--- src/hw/rtl/scp_pkg.sv ---
`timescale 1ns / 1ps

package scp_pkg;

  // Field formats
  localparam int ANGLE_W         = 32;
  localparam int VALUE_W         = 32;
  localparam int ANGLE_FRAC_BITS = 24;
  localparam int OUT_FRAC_BITS   = 30;

  // Range reduction runs in Q.32
  localparam int ASH = 32 - ANGLE_FRAC_BITS;   // angle to Q.32 shift
  localparam int XW  = ANGLE_W + ASH + 1;      // widened angle, signed
  localparam int MW  = XW - 1;                 // biased magnitude, unsigned
  localparam int HW  = MW - 32;                // whole-radian index bits
  localparam int KT_N = 1 << HW;               // quotient table depth
  localparam int TW  = 35;                     // bits of 2*pi in Q.32
  localparam int RMW = TW + 1;                 // remainder, below 2 * (2*pi)
  localparam int DW  = TW;                     // reduced angle, signed
  localparam int CW  = DW + 1;                 // fold candidates, signed

  // Polynomial runs in Q.30
  localparam int RW    = 33;
  localparam int Q_FRAC = 30;

  localparam longint PI_Q32      = 64'sh3243F6A89;
  localparam longint TWO_PI_Q32  = 64'sh6487ED511;
  localparam longint HALF_PI_Q32 = 64'sh1921FB544;
  // (2*pi - 1) / 2: rounding bias for the turn count
  localparam longint HALF_T_Q32  = (TWO_PI_Q32 - 1) / 2;

  localparam longint Q30_ONE = 64'sd1 <<< Q_FRAC;

  typedef logic signed [ANGLE_W-1:0] angle_t;
  typedef logic signed [VALUE_W-1:0] value_t;
  typedef logic signed [XW-1:0]      x_t;
  typedef logic        [MW-1:0]      mp_t;
  typedef logic        [RMW-1:0]     rm_t;
  typedef logic signed [DW-1:0]      d_t;
  typedef logic signed [RW-1:0]      r_t;

  // Taylor coefficients, rounded to nearest in Q.30
  localparam r_t C_ONE = RW'(Q30_ONE);
  localparam r_t C3    = RW'((Q30_ONE + 3) / 6);
  localparam r_t C5    = RW'((Q30_ONE + 60) / 120);
  localparam r_t C7    = RW'((Q30_ONE + 2520) / 5040);
  localparam r_t C9    = RW'((Q30_ONE + 181440) / 362880);

  // Whole-turn estimate times 2*pi, indexed by the integer radians of the
  // biased magnitude. The true count is this entry's count or one more.
  typedef mp_t kt_tbl_t [KT_N];

  function automatic kt_tbl_t make_kt_tbl();
    kt_tbl_t t;
    for (int i = 0; i < KT_N; i++) begin
      t[i] = MW'(((longint'(i) <<< 32) / TWO_PI_Q32) * TWO_PI_Q32);
    end
    return t;
  endfunction

  localparam kt_tbl_t KT_TBL = make_kt_tbl();

  // Queue status seen by both sides
  typedef struct packed {
    logic full;
    logic empty;
  } q_stat_t;

  localparam int QD  = 4;
  localparam int QAW = $clog2(QD);

endpackage

--- src/hw/rtl/scp_queue.sv ---
`timescale 1ns / 1ps

module scp_queue (
  input  logic             clk,
  input  logic             rst_n,
  input  logic             push,
  input  scp_pkg::r_t      push_data,
  input  logic             pop,
  output scp_pkg::r_t      pop_data,
  output scp_pkg::q_stat_t stat
);
  import scp_pkg::*;

  r_t             mem_r [QD];
  logic [QAW-1:0] wr_ptr_r, wr_ptr_nxt;
  logic [QAW-1:0] rd_ptr_r, rd_ptr_nxt;
  logic [QAW:0]   cnt_r, cnt_nxt;
  logic           do_push, do_pop;

  assign stat.full  = cnt_r == (QAW+1)'(QD);
  assign stat.empty = cnt_r == '0;
  assign do_push    = push && !stat.full;
  assign do_pop     = pop && !stat.empty;
  assign pop_data   = mem_r[rd_ptr_r];

  // pointer and fill count
  always_comb begin
    wr_ptr_nxt = do_push ? wr_ptr_r + 1'b1 : wr_ptr_r;
    rd_ptr_nxt = do_pop  ? rd_ptr_r + 1'b1 : rd_ptr_r;
    unique case ({do_push, do_pop})
      2'b10:   cnt_nxt = cnt_r + 1'b1;
      2'b01:   cnt_nxt = cnt_r - 1'b1;
      default: cnt_nxt = cnt_r;
    endcase
  end

  always_ff @(posedge clk) begin
    if (!rst_n) begin
      wr_ptr_r <= '0;
      rd_ptr_r <= '0;
      cnt_r    <= '0;
    end else begin
      wr_ptr_r <= wr_ptr_nxt;
      rd_ptr_r <= rd_ptr_nxt;
      cnt_r    <= cnt_nxt;
    end
  end

  always_ff @(posedge clk) begin
    if (do_push) begin
      mem_r[wr_ptr_r] <= push_data;
    end
  end

endmodule

--- config.mk ---
export PLATFORM = sky130hd
export DESIGN_NAME = scp_queue
export DESIGN_NICKNAME = d
export VERILOG_FILES = /design/src/hw/rtl/scp_pkg.sv /design/src/hw/rtl/scp_queue.sv
export SDC_FILE = /design/constraint.sdc
export NUM_CORES = 1
export LEC_CHECK = 0
export BUFFER_PORTS_ARGS = -buffer_cell sky130_fd_sc_hd__buf_2
export CORE_UTILIZATION = 51
export CTS_CLUSTER_DIAMETER = 150
export CTS_CLUSTER_SIZE = 28
export DETAILED_ROUTE_END_ITERATION = 10
export PLACE_DENSITY_LB_ADDON = 0.12
export SLEW_MARGIN = 20
export SYNTH_ARGS = -nofsm -noshare
export SYNTH_HDL_FRONTEND = slang
export SYNTH_SLANG_ARGS = --single-unit
--- constraint.sdc ---
create_clock -name clk -period 1.8 [get_ports clk]
set_input_delay 0.09 -clock clk [delete_from_list [all_inputs] [get_ports clk]]
set_output_delay 0.09 -clock clk [all_outputs]
set_load 0.02 [all_outputs]
==> key figures <==
Worst setup path
  – Reg-to-reg endpoint: cnt_r[2]
  – Worst r2r src: cnt_r[0]
  – CP startpoint kind: register
  – Reg2reg path depth: 9
  – Worst R2R Setup Slack: -0.08 ns
  – Arr. time, crit path: 1.80 ns
  – Worst Path Max Fanout: 9
  – Worst Path Required: 1.71 ns
  – Critical path start-end classification: reg2out
  – Critical path endpoint category: primary output

Route
  – Met1 wire length: between 4 and 5 mm
  – WL met3: roughly 450 um
  – Vias/cell: 5.16
  – Post-route ant nets: 0
  – Uppermost routed layer: met4
  – Met2 WL: 4.73 mm
  – Wire per inst: 18.4 um
  – 1st-pass router iterations: 4
  – Final WL: 9.39 mm
  – Vias after detailed routing: 2639
  – DR iter-0 viols: 158
  – DRC Markers: 0

Flow run
  – Max-cap viol count: 0

Final layout
  – Layout Cells excl Fill: 511
  – Nets: 409
  – Fillers: 593
  – ANT cells: 0
  – Layout cells sized above 1: 0.455
  – Area Overhead vs Synth: 36.0%

STA
  – RSZ-0062 raised after global routing: yes
  – Final hold violation count: 0
  – Setup TNS: -1.83 ns
  – Fin. max-slew vios: 0
  – Slew HR: 0.804
  – Final period util: 1.05
  – Period minus WS final: 1.89 ns
  – # setup viols final: 34
  – Final WS setup: -0.0934 ns
  – Worst clock skew: around 0.0052 ns
  – Worst Max-Slew Pin Slew: 0.295 ns
  – Top achievable clock speed: 0.528 GHz

Yosys
  – Seq cells post-synth: 141
  – Avg Cell Area, Syn: between 20 and 25 sq um
  – Area leader, netlist: edfxtp_1
  – Synth Net Count: 270
  – Synth Instances: about 230
  – Mapped Area: 5290 sq um
  – Post-synth EDFFs: 132
  – Asr flop ratio synth: 0
  – Yosys cell types: 23
  – Post-synth top flop: edfxtp_1
  – Largest cells by area after synthesis: edfxtp_1 (75%), mux4_2 (14%), dfxtp_1 (3.4%)
  – Register area share after synthesis: 0.783
  – Synth top cells by count: edfxtp_1 (132), mux4_2 (33), dfxtp_1 (9)
  – Most numerous cell in the Yosys netlist: edfxtp_1
  – Yosys Warn Count: 0
  – Yosys top cell area share: 0.749

Pwr
  – Switch Pwr: 0.00276 W
  – Worst VDD drop: slightly above 0.8 mV
  – Internal power: 0.00801 W
  – Sw Share: 0.256
  – Clock power share: 0.349
  – Sequential group share of total power: 0.382
  – P per Cell Area: 1500 nW/um^2
  – Leak: around 2.5 nW
  – Combinational Power Share: 0.269

Clock network
  – CTS Sinks: 141
  – CTS Buffer Depth: 2
  – TritonCTS clock tree: yes
  – Root Driver: clkbuf_8
  – Clock latency at the later pin of the worst-skew pair: 0.52 ns
  – Htree depth: 4
  – CTS clk-pin slew, worst paths: 0.06 ns
  – Total CTS buffers: 17

Status
  – Status: complete, but fails checks
  – Failing checks: setup timing

Placed design
  – Dpl cells: 441
  – I/O Buffers: roughly 70
  – GP Congestion: 0.667
  – Final HPWL from detailed placement: 5.33 mm

Floorplanning
  – Die W: 104 um
  – Die area: ~11000 sq um
  – Initial Util: 0.534
  – Height of the chip: between 100 and 150 um
  – Core Area: 9910 sq um
  – Top Ports: 72
  – Standard-cell row count: 36

Hold path
  – Worst hold path depth: 5
  – Worst Hold Path EP: wr_ptr_r[1]
  – Min-delay src: push
  – Worst min-delay path category: in2reg

Global routing
  – Global-route wire length before repair: 14.8 mm
  – Number of global-route vias before repair: around 2800
  – Initial antenna violation count: 0
  – Total track usage: 0.191
  – Congestion Overflow GR: 0
  – Largest net degree at the start of global routing: 30
[layout make-up]
cell class,count,area (sq um),share of cell area
inverter,6,22.5,0.00313
timing repair buffer,130,1150,0.160
clock inverter,12,218,0.0303
sequential,141,4160,0.577
tap,133,166,0.0231
multi-input combinational,70,1060,0.147
clock buffer,19,422,0.0586
[worst max path at each step]
stage	start	end	slack [ns]
5_1_grt	cnt_r[0]	cnt_r[2]	-0.17
3_5_place_dp	cnt_r[1]	cnt_r[2]	-0.16
4_1_cts	register	pop_data[2]	-0.15
6_report	register	pop_data[25]	-0.09
2_1_floorplan	cnt_r[0]	cnt_r[2]	-0.26
3_3_place_gp	cnt_r[1]	cnt_r[2]	-0.06
[power groups by stage]
stage / clock network, W / logic (W) / registers (W)
finish: 0.00376 / 0.00290 / 0.00412
global route: 0.00397 / 0.00307 / 0.00415
CTS: 0.00381 / 0.00304 / 0.00411
detailed placement: 0 / 0.00243 / 0.00416
global placement: 0 / 0.00241 / 0.00414
floorplan: 0 / 0.00172 / 0.00412
[metrics by stage]
stage / worst slack, ns / total power (W) / hold WS (ns) / area (sq um) / utilization
2_1_floorplan: -0.256 / 0.00584 / 0.189 / 5330 / -
3_3_place_gp: -0.0558 / 0.00655 / 0.304 / 5990 / 0.604
3_5_place_dp: -0.162 / 0.00659 / 0.308 / 5990 / 0.604
4_1_cts: -0.148 / 0.0110 / 0.0918 / 7230 / 0.730
5_1_grt: -0.168 / 0.0112 / 0.207 / 7200 / 0.726
6_report: -0.0934 / 0.0108 / 0.179 / 7200 / 0.726
[critical path: stages, from the launching register on]
cell	delay, ns
dfxtp_4	0.41
buf_12	0.16
mux4_2	0.52
buf_2	0.18
[logic make-up after synthesis]
kind of cell / Yosys count / share of synthesized area
multiplexers: 35 / 0.144
XOR/XNOR: 2 / 0.00331
flip-flops: 141 / 0.783
AND/OR/NAND/NOR: 20 / 0.0232
buffers and inverters: 16 / 0.0229
AO/OA/AOI/OAI: 7 / 0.00757
adder cells (fa/ha/maj): 6 / 0.0156
[per-layer routing]
metal	GRT usage	up-vias
met5	0	-
met4	0.0735	0
met3	0.0526	15
met1	0.249	1331
met2	0.308	79
li1	-	1214
[sequential cells by signal, summed over array words and instances (netlist names), named ones only]
register / cells
wr_ptr_r: 2
rd_ptr_r: 2
cnt_r: 3
mem_r: 132
[cell usage in the layout (no fill, tap or decap), types with 3 or more instances in the layout]
cell / count
and2_2: 4
o21ai_0: 4
edfxtp_1: 132
buf_6: 25
dlygate4sd3_1: 35
mux4_2: 33
ha_1: 4
dfxtp_1: 4
bufinv_16: 6
buf_4: 15
buf_2: 46
dfxtp_2: 3
clkbuf_16: 16
buf_12: 9
inv_1: 4
nand2_1: 7
[what timing repair did]
| action | CTS | global route |
|---|---|---|
| gates cloned | 2 | 0 |
| endpoints found under the hold margin | 141 | 0 |
| setup endpoints to repair | 34 | 34 |
| setup buffers | 3 | 2 |
| gates resized for setup | 56 | 6 |
| hold buffers | 35 | 0 |
Power figures use the tool's default switching activity.
